### config.mk
export PLATFORM = sky130hd
export DESIGN_NAME = i2c_master_byte_write_unit
export DESIGN_NICKNAME = d
export VERILOG_FILES = /design/src/hdl/i2cmbw_pkg.sv /design/src/hdl/i2c_master_byte_write_unit.sv /design/src/hdl/i2cmbw_core.sv /design/src/hdl/i2cmbw_out_reg.sv
export SDC_FILE = /design/constraint.sdc
export NUM_CORES = 1
export LEC_CHECK = 0
export ABC_AREA = 1
export BUFFER_PORTS_ARGS = -buffer_cell sky130_fd_sc_hd__buf_2
export CORE_MARGIN = 2
export CORE_UTILIZATION = 65
export CTS_CLUSTER_SIZE = 14
export DETAILED_ROUTE_END_ITERATION = 12
export GPL_ROUTABILITY_DRIVEN = 0
export PLACE_DENSITY = 0.9
export SETUP_SLACK_MARGIN = 0.05
export SLEW_MARGIN = 30
export SYNTH_ARGS = -nofsm -noshare
export SYNTH_HDL_FRONTEND = slang
export SYNTH_SLANG_ARGS = --single-unit
### constraint.sdc
create_clock -name clk -period 12.8 [get_ports clk]
set_input_delay 0.64 -clock clk [delete_from_list [all_inputs] [get_ports clk]]
set_output_delay 0.64 -clock clk [all_outputs]
set_load 0.02 [all_outputs]
### src/hdl/i2cmbw_pkg.sv
// Shared types and constants for the I2C single byte write master.
// Used by the core, the output register and the top level.
package i2cmbw_pkg;

    localparam int DelayWidth = 16;
    localparam logic [DelayWidth-1:0] DelayReset = 16'd10;
    localparam logic [3:0] BitsPerByte = 4'd8;

    typedef logic [DelayWidth-1:0] delay_t;

    typedef enum logic [11:0] {
        PH_IDLE      = 12'b0000_0000_0001,
        PH_START_A   = 12'b0000_0000_0010,
        PH_START_B   = 12'b0000_0000_0100,
        PH_BIT_LOW   = 12'b0000_0000_1000,
        PH_BIT_SETUP = 12'b0000_0001_0000,
        PH_BIT_HIGH  = 12'b0000_0010_0000,
        PH_ACK_LOW   = 12'b0000_0100_0000,
        PH_ACK_HIGH  = 12'b0000_1000_0000,
        PH_GAP       = 12'b0001_0000_0000,
        PH_STOP_A    = 12'b0010_0000_0000,
        PH_STOP_B    = 12'b0100_0000_0000,
        PH_STOP_C    = 12'b1000_0000_0000
    } phase_t;

    typedef struct packed {
        logic scl;
        logic sda;
        logic rel;
        logic busy;
        logic done;
        logic ack;
    } res_t;

endpackage

### src/hdl/i2c_master_byte_write_unit.sv
// I2C master, single byte write: one tick per input transfer, one result each.
// A result is registered and appears in the cycle after its input transfer is accepted.
// Throughput: one transfer per cycle while in_stall is low, set by the single pass
// from the state registers through the sequencer logic into the result register.
// Reset: asynchronous, active low; idle bus, empty result register, half_delay 10.
module i2c_master_byte_write_unit (
    input  logic                   clk,
    input  logic                   rst_n,
    input  logic                   cfg_we,
    input  i2cmbw_pkg::delay_t     cfg_wdata,
    input  logic                   in_valid,
    output logic                   in_stall,
    input  logic                   start_request,
    input  logic [6:0]             target_address,
    input  logic [7:0]             write_data,
    input  logic                   sda_in,
    output logic                   out_valid,
    input  logic                   out_stall,
    output logic                   scl_level,
    output logic                   sda_level,
    output logic                   sda_released,
    output logic                   busy_res,
    output logic                   done_res,
    output logic                   acked
);
    import i2cmbw_pkg::*;

    delay_t half_delay_reg;
    logic   accept;
    logic   blocked;
    res_t   core_res;
    res_t   held_res;

    always_ff @(posedge clk or negedge rst_n)
    begin
        if (!rst_n)
        begin
            half_delay_reg <= DelayReset;
        end
        else if (cfg_we)
        begin
            half_delay_reg <= cfg_wdata;
        end
    end

    assign in_stall = blocked;
    assign accept   = in_valid & ~blocked;

    i2cmbw_core u_core (
        .clk            (clk),
        .rst_n          (rst_n),
        .accept         (accept),
        .half_delay     (half_delay_reg),
        .start_request  (start_request),
        .target_address (target_address),
        .write_data     (write_data),
        .sda_in         (sda_in),
        .res            (core_res)
    );

    i2cmbw_out_reg u_out_reg (
        .clk          (clk),
        .rst_n        (rst_n),
        .load         (accept),
        .res_in       (core_res),
        .out_stall    (out_stall),
        .out_valid    (out_valid),
        .full_blocked (blocked),
        .res_out      (held_res)
    );

    assign scl_level    = held_res.scl;
    assign sda_level    = held_res.sda;
    assign sda_released = held_res.rel;
    assign busy_res     = held_res.busy;
    assign done_res     = held_res.done;
    assign acked        = held_res.ack;

endmodule

### src/hdl/i2cmbw_core.sv
// Bus sequencer for the I2C single byte write master: state registers and
// the per-tick next-state and bus-level logic. Depends on i2cmbw_pkg.
module i2cmbw_core (
    input  logic                   clk,
    input  logic                   rst_n,
    input  logic                   accept,
    input  i2cmbw_pkg::delay_t     half_delay,
    input  logic                   start_request,
    input  logic [6:0]             target_address,
    input  logic [7:0]             write_data,
    input  logic                   sda_in,
    output i2cmbw_pkg::res_t       res
);
    import i2cmbw_pkg::*;

    phase_t      phase_reg, phase_next;
    logic [3:0]  bit_index_reg, bit_index_next;
    logic [7:0]  shift_reg, shift_next;
    logic [7:0]  saved_reg, saved_next;
    delay_t      wait_reg, wait_next;
    logic        on_data_reg, on_data_next;
    logic        nack_reg, nack_next;
    logic        sda_hold_reg, sda_hold_next;

    always_comb
    begin
        phase_t      ph;
        logic [3:0]  bidx;
        logic [3:0]  bidx_inc;
        logic [7:0]  sh;
        logic [7:0]  saved;
        delay_t      wcnt;
        delay_t      limit;
        logic        on_data;
        logic        nack;
        logic        hold;
        logic        last;
        logic        cur_bit;

        ph      = phase_reg;
        bidx    = bit_index_reg;
        sh      = shift_reg;
        saved   = saved_reg;
        wcnt    = wait_reg;
        on_data = on_data_reg;
        nack    = nack_reg;
        hold    = sda_hold_reg;

        // Codes that are not a single hot bit behave as idle.
        if (!$onehot(phase_reg))
        begin
            ph = PH_IDLE;
        end

        // A request while idle makes this tick the first tick of the start.
        if (ph == PH_IDLE && start_request)
        begin
            sh      = {target_address, 1'b0};
            saved   = write_data;
            bidx    = '0;
            on_data = 1'b0;
            nack    = 1'b0;
            wcnt    = '0;
            hold    = 1'b1;
            ph      = PH_START_A;
        end

        res      = '{scl: 1'b1, sda: 1'b1, rel: 1'b0, busy: 1'b0, done: 1'b0, ack: 1'b0};
        cur_bit  = sh[7];
        limit    = (half_delay == '0) ? delay_t'(1) : half_delay;
        last     = ({1'b0, wcnt} + 17'd1) >= {1'b0, limit};
        bidx_inc = bidx + 4'd1;

        if (ph != PH_IDLE)
        begin
            res.busy = 1'b1;
            case (ph)
                PH_START_A:   begin res.scl = 1'b1; res.sda = 1'b1; end
                PH_START_B:   begin res.scl = 1'b1; res.sda = 1'b0; end
                PH_BIT_LOW:   begin res.scl = 1'b0; res.sda = hold; end
                PH_BIT_SETUP: begin res.scl = 1'b0; res.sda = cur_bit; end
                PH_BIT_HIGH:  begin res.scl = 1'b1; res.sda = cur_bit; end
                PH_ACK_LOW:   begin res.scl = 1'b0; res.sda = 1'b1; res.rel = 1'b1; end
                PH_ACK_HIGH:  begin res.scl = 1'b1; res.sda = 1'b1; res.rel = 1'b1; end
                PH_GAP:       begin res.scl = 1'b0; res.sda = 1'b1; end
                PH_STOP_A:    begin res.scl = 1'b0; res.sda = 1'b0; end
                PH_STOP_B:    begin res.scl = 1'b1; res.sda = 1'b0; end
                default:      begin res.scl = 1'b1; res.sda = 1'b1; end
            endcase
            hold = res.sda;

            wcnt = wcnt + delay_t'(1);
            if (last)
            begin
                wcnt = '0;
                case (ph)
                    PH_START_A:   ph = PH_START_B;
                    PH_START_B:   ph = PH_BIT_LOW;
                    PH_BIT_LOW:   ph = PH_BIT_SETUP;
                    PH_BIT_SETUP: ph = PH_BIT_HIGH;
                    PH_BIT_HIGH:
                    begin
                        sh = {sh[6:0], 1'b0};
                        if (bidx_inc >= BitsPerByte)
                        begin
                            bidx = '0;
                            ph   = PH_ACK_LOW;
                        end
                        else
                        begin
                            bidx = bidx_inc;
                            ph   = PH_BIT_LOW;
                        end
                    end
                    PH_ACK_LOW:   ph = PH_ACK_HIGH;
                    PH_ACK_HIGH:
                    begin
                        // A high level in the acknowledge slot is a NACK.
                        nack = nack | sda_in;
                        if (!on_data && !nack)
                        begin
                            on_data = 1'b1;
                            sh      = saved;
                            ph      = PH_GAP;
                        end
                        else
                        begin
                            ph = PH_STOP_A;
                        end
                    end
                    PH_GAP:       ph = PH_BIT_LOW;
                    PH_STOP_A:    ph = PH_STOP_B;
                    PH_STOP_B:    ph = PH_STOP_C;
                    default:
                    begin
                        res.done = 1'b1;
                        res.ack  = !nack;
                        ph       = PH_IDLE;
                    end
                endcase
            end
        end

        phase_next     = ph;
        bit_index_next = bidx;
        shift_next     = sh;
        saved_next     = saved;
        wait_next      = wcnt;
        on_data_next   = on_data;
        nack_next      = nack;
        sda_hold_next  = hold;
    end

    always_ff @(posedge clk or negedge rst_n)
    begin
        if (!rst_n)
        begin
            phase_reg     <= PH_IDLE;
            bit_index_reg <= '0;
            shift_reg     <= '0;
            saved_reg     <= '0;
            wait_reg      <= '0;
            on_data_reg   <= 1'b0;
            nack_reg      <= 1'b0;
            sda_hold_reg  <= 1'b1;
        end
        else if (accept)
        begin
            phase_reg     <= phase_next;
            bit_index_reg <= bit_index_next;
            shift_reg     <= shift_next;
            saved_reg     <= saved_next;
            wait_reg      <= wait_next;
            on_data_reg   <= on_data_next;
            nack_reg      <= nack_next;
            sda_hold_reg  <= sda_hold_next;
        end
    end

endmodule

### src/hdl/i2cmbw_out_reg.sv
// Result register for the I2C single byte write master. Holds one result
// until it is taken and frees itself in the same cycle. Depends on i2cmbw_pkg.
module i2cmbw_out_reg (
    input  logic               clk,
    input  logic               rst_n,
    input  logic               load,
    input  i2cmbw_pkg::res_t   res_in,
    input  logic               out_stall,
    output logic               out_valid,
    output logic               full_blocked,
    output i2cmbw_pkg::res_t   res_out
);
    import i2cmbw_pkg::*;

    logic valid_reg, valid_next;
    res_t data_reg;

    // A new result may enter when the register is empty or is drained now.
    assign full_blocked = valid_reg & out_stall;

    always_comb
    begin
        valid_next = valid_reg;
        if (load)
        begin
            valid_next = 1'b1;
        end
        else if (!out_stall)
        begin
            valid_next = 1'b0;
        end
    end

    always_ff @(posedge clk or negedge rst_n)
    begin
        if (!rst_n)
        begin
            valid_reg <= 1'b0;
        end
        else
        begin
            valid_reg <= valid_next;
        end
    end

    always_ff @(posedge clk)
    begin
        if (load)
        begin
            data_reg <= res_in;
        end
    end

    assign out_valid = valid_reg;
    assign res_out   = data_reg;

endmodule

# Word-level counts from Yosys, hierarchy flattened
# Cells that the tools add are included.
# W data, S select, Z words.
dict set report word_totals {
  reg_bits 74
}
dict set report op_classes {
  addsub 14
  magnitude_cmp 2
  bitwise_logic 6
  n_mux 40
  n_reduce_logical 13
  eq_ne 14
}
# op n
set op_table {}
lappend op_table {{$pmux W12 S9} 1}
lappend op_table {{$mux W16} 4}
lappend op_table {{$mux W12} 4}
lappend op_table {{$mux W8} 5}
lappend op_table {{$add A4 B4 Y4} 5}
lappend op_table {{$mux W4} 5}
lappend op_table {{$add A16 B1 Y17 const B} 1}
lappend op_table {{$ge A17 B16 Y1} 1}
lappend op_table {{$add A16 B1 Y16 const B} 1}
lappend op_table {{$logic_not A16 Y1} 1}
lappend op_table {{$pmux W8 S2} 1}
lappend op_table {{$mux W1} 14}
lappend op_table {{$add A1 B1 Y2} 6}
lappend op_table {{$eq A12 B1 Y1 const B} 1}
lappend op_table {{$eq A12 B10 Y1 const B} 1}
lappend op_table {{$eq A12 B11 Y1 const B} 1}
lappend op_table {{$eq A12 B2 Y1 const B} 1}
lappend op_table {{$eq A12 B3 Y1 const B} 1}
lappend op_table {{$eq A12 B4 Y1 const B} 1}
lappend op_table {{$eq A12 B5 Y1 const B} 1}
lappend op_table {{$eq A12 B6 Y1 const B} 1}
lappend op_table {{$eq A12 B7 Y1 const B} 1}
lappend op_table {{$eq A12 B8 Y1 const B} 1}
lappend op_table {{$eq A12 B9 Y1 const B} 1}
lappend op_table {{other kinds (19)} 29}

# Depth between registers and ports, before layout
# Gate-level depths: netlist (run 1).
dict set report depth {
  depth_word 16
  ltp_mapped 43
  depth_no_buf 41
}

# Modules after synthesis
# A second synthesis (run 1) with hierarchy kept.
dict set report hier_totals {
  hier_cells 816
  hier_area_um2 5499.0
}
# mod n_inst seq_area_each_um2 cells_each area_each_um2
set modules_own_cells {}
lappend modules_own_cells {i2cmbw_core 1 1278.7 735 4624.4}
lappend modules_own_cells {i2c_master_byte_write_unit 1 402.9 70 654.4}
lappend modules_own_cells {i2cmbw_out_reg 1 205.2 11 220.2}

# Least setup slack after synthesis (run 1)
# No wires, ideal clock.
dict set report synth_timing {
  path_kind {register -> register}
  start {register u_core.phase_reg[0]}
  end {register u_core.wait_reg[3]}
  arrival_time_ns 6.577
  path_stages_with_launch 41
  path_buffers 2
  t_required_ns 12.723
  slack_ns 6.146
  path_cell_list {dfstp_2 ha_1 inv_1 fa_1 fa_1 inv_1 fa_1 ha_1 inv_1 fa_1 nand3_1 nor2_2 nand2_2 nor2_8 o21ai_2 nand3_2 inv_2 nand2_2 (+5 left out) nor2_2 nand2_1 nor2_1 nand2_1 nand2_1 inv_1 ha_1 a21oi_1 nor2_1 nor2_1 a31o_2 nand2_1 a21oi_1 nand2_8 nor2_4 buf_4 nand2_1 a21oi_1}
}
dict set report synth_via {
  elab_chain_cells 13
}
# element line
set synth_lines {}
lappend synth_lines {{start, declared} i2cmbw_core.sv:16} ;# phase_t phase_reg, phase_next;
lappend synth_lines {{start signal, assigned} i2cmbw_core.sv:169} ;# phase_reg <= phase_next;
lappend synth_lines {{$add A1 B1 Y2 (implied by the code)} i2cmbw_core.sv:50} ;# if (!$onehot(phase_reg))
lappend synth_lines {{$add A4 B4 Y4 (implied by the code) (3 in series)} i2cmbw_core.sv:50}
lappend synth_lines {{$eq A4 B1 Y1} i2cmbw_core.sv:50}
lappend synth_lines {{$mux W12 *} i2cmbw_core.sv:50}
lappend synth_lines {{$eq A12 B1 Y1} i2cmbw_core.sv:56} ;# if (ph == PH_IDLE && start_request)
lappend synth_lines {{$logic_and A1 B1 Y1} i2cmbw_core.sv:56}
lappend synth_lines {{$mux W16} i2cmbw_core.sv:56}
lappend synth_lines {{$add A16 B1 Y17} i2cmbw_core.sv:71} ;# last = ({1'b0, wcnt} + 17'd1) >= {1'b0, limit};
lappend synth_lines {{$ge A17 B16 Y1} i2cmbw_core.sv:71}
lappend synth_lines {{$mux W16} i2cmbw_core.sv:93} ;# if (last)
lappend synth_lines {{$mux W16 *} i2cmbw_core.sv:74} ;# if (ph != PH_IDLE)
lappend synth_lines {{end signal, assigned} i2cmbw_core.sv:173} ;# wait_reg <= wait_next;
lappend synth_lines {{end, declared} i2cmbw_core.sv:20} ;# delay_t wait_reg, wait_next;
# Mark *: on every way between the ends. The rest lies on a longest branch, timed or not.
# A chain may end at the register's enable or synchronous reset.

# Worst setup path after layout (run 1)
dict set report layout_timing {
  start {register u_core.phase_reg[0]}
  end {register u_core.wait_reg[4]}
}
# The elaborated chain is that of the path after synthesis.

==> metrics.md, run 1 <==
| Metric | Value |
|---|---|
| Clock sinks | `74` |
| Cells after Synth | `847` |
| # DRC | `0` |
| Register area | `1890 um^2` |
| Initial antenna violation count | `0` |
| Register area share after synthesis | `32.7%` |
| Main synth FF type | `dfrtp_1` |
| Most frequent cells in the layout | `nand2_1, inv_1, nor2_1` |
| Clock Skew | `~0.015 ns` |
| Final min period | `between 8 and 9 ns` |
| # hold bufs at CTS | `0` |
| Root Buffer | `clkbuf_8` |
| Slew of the pin with the lowest slew margin | `0.688 ns` |
| Row cnt | `34` |
| Final nets | `about 960` |
| Top cell type's share of synthesized area | `approximately 28%` |
| Reg-to-reg slack, setup | `4.69 ns` |
| Worst endpoint required time | `13.08 ns` |
| Total CTS buffers | `9` |
| Final hold vios | `0` |
| CTS H-tree lvls | `3` |
| Final WS setup | `roughly 4.7 ns` |
| Final setup fails | `0` |
| Part of the cycle the worst path needs | `63.3%` |
| Global-route wire length before repair | `between 20 and 25 mm` |
| Vias per cell | `5.75` |
| Drt initial violations | `398` |
| Worst Reg2Reg Path Length in Cells | `38` |
| Largest cells by area after synthesis | `dfrtp_1, nand2_1, ha_1` |
| Area of the multi-input gates | `3330 um^2` |
| Initial Util | `66.5%` |
| Layout area overhead | `7.81%` |
| HP Class | `primary input to asynchronous set/reset pin` |
| Area of the core | `8680 um^2` |
| Largest net degree at the start of global routing | `roughly 70` |
| Synth warnings | `0` |
| Vias in the first global route | `between 5000 and 6000` |
| Resized cells post-CTS | `0` |
| Async set-reset flop share out of synthesis | `91.9%` |
| #FFs+latches synth | `74` |
| Max-Cap Viols | `0` |
| Overflow after GRT | `0` |
| CP Launch Type | `flop` |
| Antenna diodes | `0` |
| Routed Antenna Nets | `0` |
| Status | `complete, no violations` |
| Slew Viols, Final | `0` |
| Worst stage delay on the critical path | `0.58 ns` |
| Clock transition at path regs | `approximately 0.09 ns` |
| Slew HR | `53.9%` |
| EDFF count, synth | `6` |
| Post-CTS Setup Bufs | `0` |
| IO Pins | `46` |
| Fmax | `123 MHz` |
| Critical path arrival | `~8.4 ns` |
| Die Ht | `~100 um` |
| Die X-Extent | `98.2 um` |
| Setup TNS | `0 ns` |
| Commonest non-fill, non-tap cell in the layout | `nand2_1` |
| Final Routed Wirelength | `approximately 14 mm` |
| Full die area | `slightly below 10000 um^2` |
| Library cells used by synthesis | `47` |
| Layout cells sized above 1 | `13.1%` |
| CTS tree | `done` |
| Area leader, netlist | `dfrtp_1` |
| Worst slack at placement | `4.82 ns` |
| DR vias | `5726` |
| Number of fill cells | `a little over 700` |
| Avg Inst Size Synth | `6.81 um^2` |
| DP Cell Count | `979` |
| Clock latency on the worst-skew pair | `0.37 ns` |
| RSZ-0062 raised after global routing | `no` |
| Worst r2r src | `u_core.phase_reg[0]` |
| Drt wl/cell | `14.4 um` |
| GRT Total Usage | `30.5%` |
| CTS Buffer Depth | `2` |
| Most used cell, CP | `nand2_1` |
| Cell Area, Synth | `5770 um^2` |
| Worst flop-to-flop path endpoint | `u_core.wait_reg[4]` |
| Crit path kind | `flop to flop` |
| Finished Layout Cells | `995` |
| Worst Setup End Kind | `flop` |
| Buffers on Ports | `45` |
| CP max FO | `29` |
| Post-DP HPWL | `9.92 mm` |
| Slowest CP cell | `dfstp_2` |
| Synth Net Count | `920` |
| Router iterations before antenna repair | `5` |
logic make-up after synthesis:
| logic type | count (synthesis) | share of synthesized area [%] |
|---|---|---|
| AOI/OAI and AO/OA | 95 | 9.09 |
| xor gates and xnor gates | 8 | 1.22 |
| adders and majority gates | 35 | 8.51 |
| buffers and inverters | 127 | 9.61 |
| DFF | 74 | 32.7 |
| and+or+nand+nor | 508 | 38.9 |
critical path, delay by kind of cell, from the launching register on:
kind / cells / cell delay [ns]
AOI/OAI and AO/OA: 4 / 0.83
and+or+nand+nor: 20 / 3.15
adders and majority gates: 8 / 2.88
buffers and inverters: 6 / 0.54
DFF: 1 / 0.58
stage by stage:
stage	utilization, %	instance area [um^2]	hold WS, ns
floorplan	-	5770	0.344
finish	71.6	6220	0.350
global placement	69.1	6000	0.454
detailed placement	69.1	6000	0.461
CTS	71.6	6210	0.474
global route	71.6	6220	0.429
synth_stat cells (all sizes together), types with 2 or more instances:
cell type	instances
a21oi	39
a31o	2
a31oi	8
buf	14
clkbuf	11
clkinv	3
dfrtp	64
dfstp	4
edfxtp	6
fa	7
ha	28
inv	99
nand2	303
nand3	65
nand3b	2
nand4	19
nor2	109
nor3	7
o21ai	37
o22ai	2
o41ai	2
xnor2	3
xor2	5
worst max path at each step:
stage / endpoint / slack [ns] / from / depth (start not counted)
CTS: u_core.wait_reg[4] / 4.76 / u_core.phase_reg[0] / 38
global route: u_core.wait_reg[4] / 4.16 / u_core.phase_reg[0] / 37
finish: u_core.wait_reg[4] / 4.69 / u_core.phase_reg[0] / 38
floorplan: u_core.wait_reg[3] / 6.15 / u_core.phase_reg[0] / 40
detailed placement: u_core.wait_reg[13] / 4.82 / u_core.phase_reg[0] / 38
global placement: u_core.wait_reg[15] / 5.14 / u_core.phase_reg[0] / 37
final cells by class:
type	count	share of cell area, %
inverter	102	6.24
clock buffer	9	1.99
sequential	74	30.3
timing repair buffer	49	4.17
multi-input combinational	646	53.6
tap	108	2.17
clock inverter	7	1.47
metal layers:
layer / vias up / global-route usage [%] / part of all wire (%) / wire length (um)
met5: - / 0 / 0 / 0
met3: 68 / 5.87 / 6.8 / 971
li1: 2776 / - / - / -
met1: 2628 / 36.2 / 41 / 5810
met4: 0 / 15.5 / 3.8 / 546
met2: 254 / 52.8 / 49 / 7000
Power of run 1 is left out: the tool's default activity adds up to more than one toggle a clock period on the data nets, which glitch-free logic cannot reach.
==> inputs of run 2 (changes only) <==
Settings changed: CORE_UTILIZATION 65 to 55, PLACE_DENSITY 0.9 to 0.82.
Clock period 12.8 ns to 6.8 ns, I/O delays scaled along.
==> metrics.md, run 2 (synthesized netlist as in run 1, its figures left out) <==
| Metric | Value |
|---|---|
| Status | `finished, violations left` |
| Violated checks | `setup timing` |
| Worst endpoint required time | `7.10 ns (-5.98 ns)` |
| Layout cells sized above 1 | `24.3% (+11 points)` |
| # DRC | `0 (unchanged)` |
| Max-Cap Viols | `0 (unchanged)` |
| Initial antenna violation count | `0 (unchanged)` |
| Critical path arrival | `7.12 ns (-1.27 ns)` |
| Total CTS buffers | `9 (unchanged)` |
| Dpl cell area | `6130 um^2 (+2.2%)` |
| Final hold vios | `0 (unchanged)` |
| Overflow after GRT | `0 (unchanged)` |
| Initial Util | `56.4% (-10 points)` |
| Worst stage delay on the critical path | `0.50 ns (-0.08 ns)` |
| IO Pins | `46 (unchanged)` |
| Die X-Extent | `106 um (+8.4%)` |
| Vias in the first global route | `5097 (-9.1%)` |
| Area of the core | `10200 um^2 (+18%)` |
| Commonest non-fill, non-tap cell in the layout | `nand2_1` |
| GRT Total Usage | `25.8% (-4.8 points)` |
| Crit path kind | `flop to flop` |
| Slew HR | `53.4% (-0.47 points)` |
| DR vias | `5956 (+4.0%)` |
| Die Ht | `106 um (+8.4%)` |
| Post-DP HPWL | `9.84 mm (-0.89%)` |
| CTS H-tree lvls | `3 (unchanged)` |
| Clock latency on the worst-skew pair | `0.38 ns (about the same)` |
| Number of fill cells | `832 (+17%)` |
| Area of the multi-input gates | `3740 um^2 (+12%)` |
| Crit path max-delay family | `adder cells` |
| Crit path from | `u_core.phase_reg[5]` |
| Full die area | `11300 um^2 (+17%)` |
| Slew Viols, Final | `0 (unchanged)` |
| Most used cell, CP | `nand2_1` |
| Final min period | `6.82 ns (-1.28 ns)` |
| Slew of the pin with the lowest slew margin | `0.695 ns (+0.00695 ns)` |
| HP Class | `primary input to asynchronous set/reset pin` |
| CP max FO | `8 (-72%)` |
| Most frequent cells in the layout | `nand2_1, inv_1, nor2_1` |
| Final nets | `997 (+4.4%)` |
| Routed Antenna Nets | `0 (unchanged)` |
| Slowest CP cell | `fa_1` |
| Setup TNS | `-0.109 ns (-0.109 ns)` |
| Antenna diodes | `0 (unchanged)` |
| Worst r2r src | `u_core.phase_reg[5]` |
| Router iterations before antenna repair | `6 (+1)` |
| CTS Buffer Depth | `2 (unchanged)` |
| Layout area overhead | `23.2%` |
| Design area | `7110 um^2 (+14%)` |
| Final setup fails | `8 (+8)` |
| Register area | `1890 um^2 (unchanged)` |
| CP Launch Type | `flop` |
| Vias per cell | `5.59 (-2.8%)` |
| RSZ-0062 raised after global routing | `yes` |
| Largest net degree at the start of global routing | `69 (unchanged)` |
| Buffers on Ports | `45 (unchanged)` |
| Buf+Inv Stages, Crit Path | `8 (+2)` |
| Hold slack | `0.0513 ns (-0.299 ns)` |
| Final Routed Wirelength | `16.5 mm (+15%)` |
| Worst slack at placement | `-0.0511 ns (-4.88 ns)` |
| Drt initial violations | `560 (+41%)` |
| CTS tree | `done` |
| Worst Setup End Kind | `flop` |
| Row cnt | `37 (+8.8%)` |
| Root Buffer | `clkbuf_8` |
| Final WS setup | `-0.0244 ns (-4.72 ns)` |
| Drt wl/cell | `15.5 um (+7.9%)` |
| Fmax | `147 MHz (+19%)` |
| Clock Skew | `0.00881 ns (-0.00661 ns)` |
| Clock sinks | `74 (unchanged)` |
| Clock transition at path regs | `0.09 ns (about the same)` |
| Global-route wire length before repair | `23.5 mm (-3.5%)` |
| Part of the cycle the worst path needs | `100% (+37 points)` |
-- run 2: changes by cell type in the layout (fill, tap and decap cells not counted), sizes merged --
cell and delta:
bufinv +1, clkinv +1, buf +38, nand2 +1, clkbuf +1
-- run 2: timing repair --
item                       CTS  global route
resized for setup            3           114
cloned                       0             4
pin swaps                    1            59
setup buffers                2            23
setup endpoints to repair   35            44
hold buffers                 0             0
-- run 2: area by class of cell --
type,count,area share (%)
multi-input combinational,647,52.7
sequential,74,26.6
timing repair buffer,88,8.96
inverter,102,5.60
tap,136,2.39
clock inverter,7,1.76
clock buffer,9,1.74
timing repair inverter,2,0.282
-- run 2: routing by layer --
layer	share of wire (%)	track usage (%)	wire, um	vias to the layer above
met4	3.7	9.87	610	0
met2	49	42.6	8040	327
met3	8.0	3.68	1320	70
met5	0	0	0	-
met1	40	34.2	6570	2709
li1	-	-	-	2850
-- run 2: through the flow --
step | util [%] | instances
final | 69.5 | 1065
after global routing | 69.5 | 1065
after CTS | 62.7 | 1038
after detailed placement | 59.9 | 1020
after global placement | 59.9 | 1020
after floorplan | - | 847
-- run 2: final timing paths --
kind	end	slack (ns)	cells past startpoint
hold reg to reg	u_core.sda_hold_reg	0.48	2
hold / removal	u_core.phase_reg[4]	0.05	2
setup reg to reg	u_core.wait_reg[7]	-0.02	38
max in group asynchronous	u_core.wait_reg[9]	6.28	2
setup / recovery	u_core.wait_reg[7]	-0.02	38
min in group clk	half_delay_reg[12]	0.16	3
Power of run 2 is left out for the same reason.
==> inputs of run 3 (changes only) <==
Settings changed: REMOVE_ABC_BUFFERS set to 1.
==> metrics.md, run 3 (synthesized netlist as in run 1, its figures left out) <==
| Metric | Value |
|---|---|
| CP Launch Type | `flop` |
| GRT Total Usage | `26.2% (+0.41 points)` |
| Critical path arrival | `7.03 ns (-0.09 ns)` |
| Area of the core | `10200 um^2 (unchanged)` |
| Global-route wire length before repair | `24.2 mm (+3.1%)` |
| Final WS setup | `0.0506 ns (+0.0750 ns)` |
| Layout area overhead | `19.5%` |
| Row cnt | `37 (unchanged)` |
| Overflow after GRT | `0 (unchanged)` |
| Worst endpoint required time | `7.08 ns (-0.02 ns)` |
| Slowest CP cell | `fa_2` |
| CTS Buffer Depth | `2 (unchanged)` |
| Routed Antenna Nets | `0 (unchanged)` |
| Die Ht | `106 um (unchanged)` |
| Antenna diodes | `0 (unchanged)` |
| DR vias | `5960 (+0.067%)` |
| Largest net degree at the start of global routing | `69 (unchanged)` |
| Worst r2r src | `u_core.phase_reg[1]` |
| Buffers on Ports | `45 (unchanged)` |
| CP max FO | `8 (unchanged)` |
| Part of the cycle the worst path needs | `99.3% (-1.1 points)` |
| Vias per cell | `5.63 (+0.63%)` |
| IO Pins | `46 (unchanged)` |
| CTS tree | `done` |
| Slew HR | `54.8% (+1.4 points)` |
| Worst slack at placement | `-0.0980 ns (-0.0470 ns)` |
| RSZ-0062 raised after global routing | `yes` |
| Slew Viols, Final | `0 (unchanged)` |
| Max-Cap Viols | `0 (unchanged)` |
| Final Routed Wirelength | `15.9 mm (-4.1%)` |
| Clock sinks | `74 (unchanged)` |
| Clock transition at path regs | `0.09 ns (about the same)` |
| Router iterations before antenna repair | `6 (unchanged)` |
| Final nets | `991 (-0.60%)` |
| Clock latency on the worst-skew pair | `0.37 ns (about the same)` |
| Final setup fails | `0 (-8)` |
| Number of fill cells | `829 (-0.36%)` |
| Worst Setup End Kind | `flop` |
| Slew of the pin with the lowest slew margin | `0.674 ns (-0.0211 ns)` |
| Clock Skew | `0.0106 ns (+0.00178 ns)` |
| Crit path kind | `flop to flop` |
| Worst stage delay on the critical path | `0.54 ns (+0.04 ns)` |
| Drt wl/cell | `15.0 um (-3.6%)` |
| Initial Util | `56.4% (unchanged)` |
| # hold bufs at CTS | `0 (unchanged)` |
| Most frequent cells in the layout | `nand2_1, inv_1, nor2_1` |
| Final min period | `6.75 ns (-0.0750 ns)` |
| Final hold vios | `0 (unchanged)` |
| Reg-to-reg slack, setup | `0.05 ns (+0.07 ns)` |
| CTS H-tree lvls | `3 (unchanged)` |
| Full die area | `11300 um^2 (unchanged)` |
| Root Buffer | `clkbuf_8` |
| Initial antenna violation count | `0 (unchanged)` |
| Die X-Extent | `106 um (unchanged)` |
| Worst Reg2Reg Path Length in Cells | `38 (unchanged)` |
| Layout cells sized above 1 | `22.3% (-2.0 points)` |
| Drt initial violations | `494 (-12%)` |
| Post-DP HPWL | `9.68 mm (-1.6%)` |
| Total CTS buffers | `9 (unchanged)` |
| Vias in the first global route | `5327 (+4.5%)` |
| HP Class | `primary input to asynchronous set/reset pin` |
| # DRC | `0 (unchanged)` |
| Worst flop-to-flop path endpoint | `u_core.wait_reg[6]` |
| Commonest non-fill, non-tap cell in the layout | `nand2_1` |
| Status | `complete, no violations` |
| Fmax | `148 MHz (+1.1%)` |
## run 3: cell count changes in the layout (fill, tap and decap cells not counted), sizes merged
cell	previous run	this run
buf	87	83
inv	101	99
bufinv	3	1
clkbuf	10	12
## run 3: worst max path at each step
stage,to,slack (ns),startpoint,cells past startpoint
CTS,u_core.wait_reg[0],0.09,u_core.phase_reg[1],39
detailed placement,u_core.wait_reg[5],-0.1,u_core.phase_reg[0],36
finish,u_core.wait_reg[6],0.05,u_core.phase_reg[1],38
floorplan,u_core.wait_reg[10],-0.17,u_core.phase_reg[0],38
global placement,u_core.wait_reg[10],0.06,u_core.phase_reg[0],38
global route,u_core.wait_reg[6],-0.24,u_core.phase_reg[1],38
## run 3: layer usage
metal  vias to the layer above  global-route usage (%)  part of all wire (%)
li1                       2842                       -                     -
met1                      2745                    35.1                    41
met2                       314                    43.2                    48
met3                        59                    3.99                   8.5
met4                         0                    8.93                   3.1
met5                         -                       0                     0
## run 3: through the flow
| step | setup TNS (ns) | cells | instance area, um^2 | utilization [%] | hold slack, ns |
|---|---|---|---|---|---|
| 2_1_floorplan | -5.85 | 822 | 5600 | - | 0.0444 |
| 3_3_place_gp | 0 | 1019 | 6120 | 59.9 | 0.454 |
| 3_5_place_dp | -1.51 | 1019 | 6120 | 59.9 | 0.463 |
| 4_1_cts | 0 | 1044 | 6420 | 62.8 | 0.178 |
| 5_1_grt | -5.90 | 1059 | 6890 | 67.4 | 0.0823 |
| 6_report | 0 | 1059 | 6890 | 67.4 | 0.0432 |
## run 3: worst max-delay path, delay by kind of cell, from the launching register on
kind,cells,cell delay [ns]
AOI/OAI and AO/OA,4,0.60
xor gates and xnor gates,1,0.23
adders and majority gates,7,2.81
buffers and inverters,7,0.72
DFF,1,0.42
and+or+nand+nor,19,1.90
## run 3: timing repair
action                                  4_1_cts  5_1_grt
gates resized for setup                       7       82
endpoints found under the setup margin       41       44
gates cloned                                  0        2
buffers inserted                              9       12
pin swaps                                     8       39
## run 3: cell type report
cell class,count,area [um^2],area share [%]
clock buffer,11,141,2.05
inverter,102,390,5.66
multi-input combinational,647,3660,53.2
tap,136,170,2.47
clock inverter,5,53.8,0.781
sequential,74,1890,27.4
timing repair buffer,84,583,8.46
Power of run 3 is left out for the same reason.
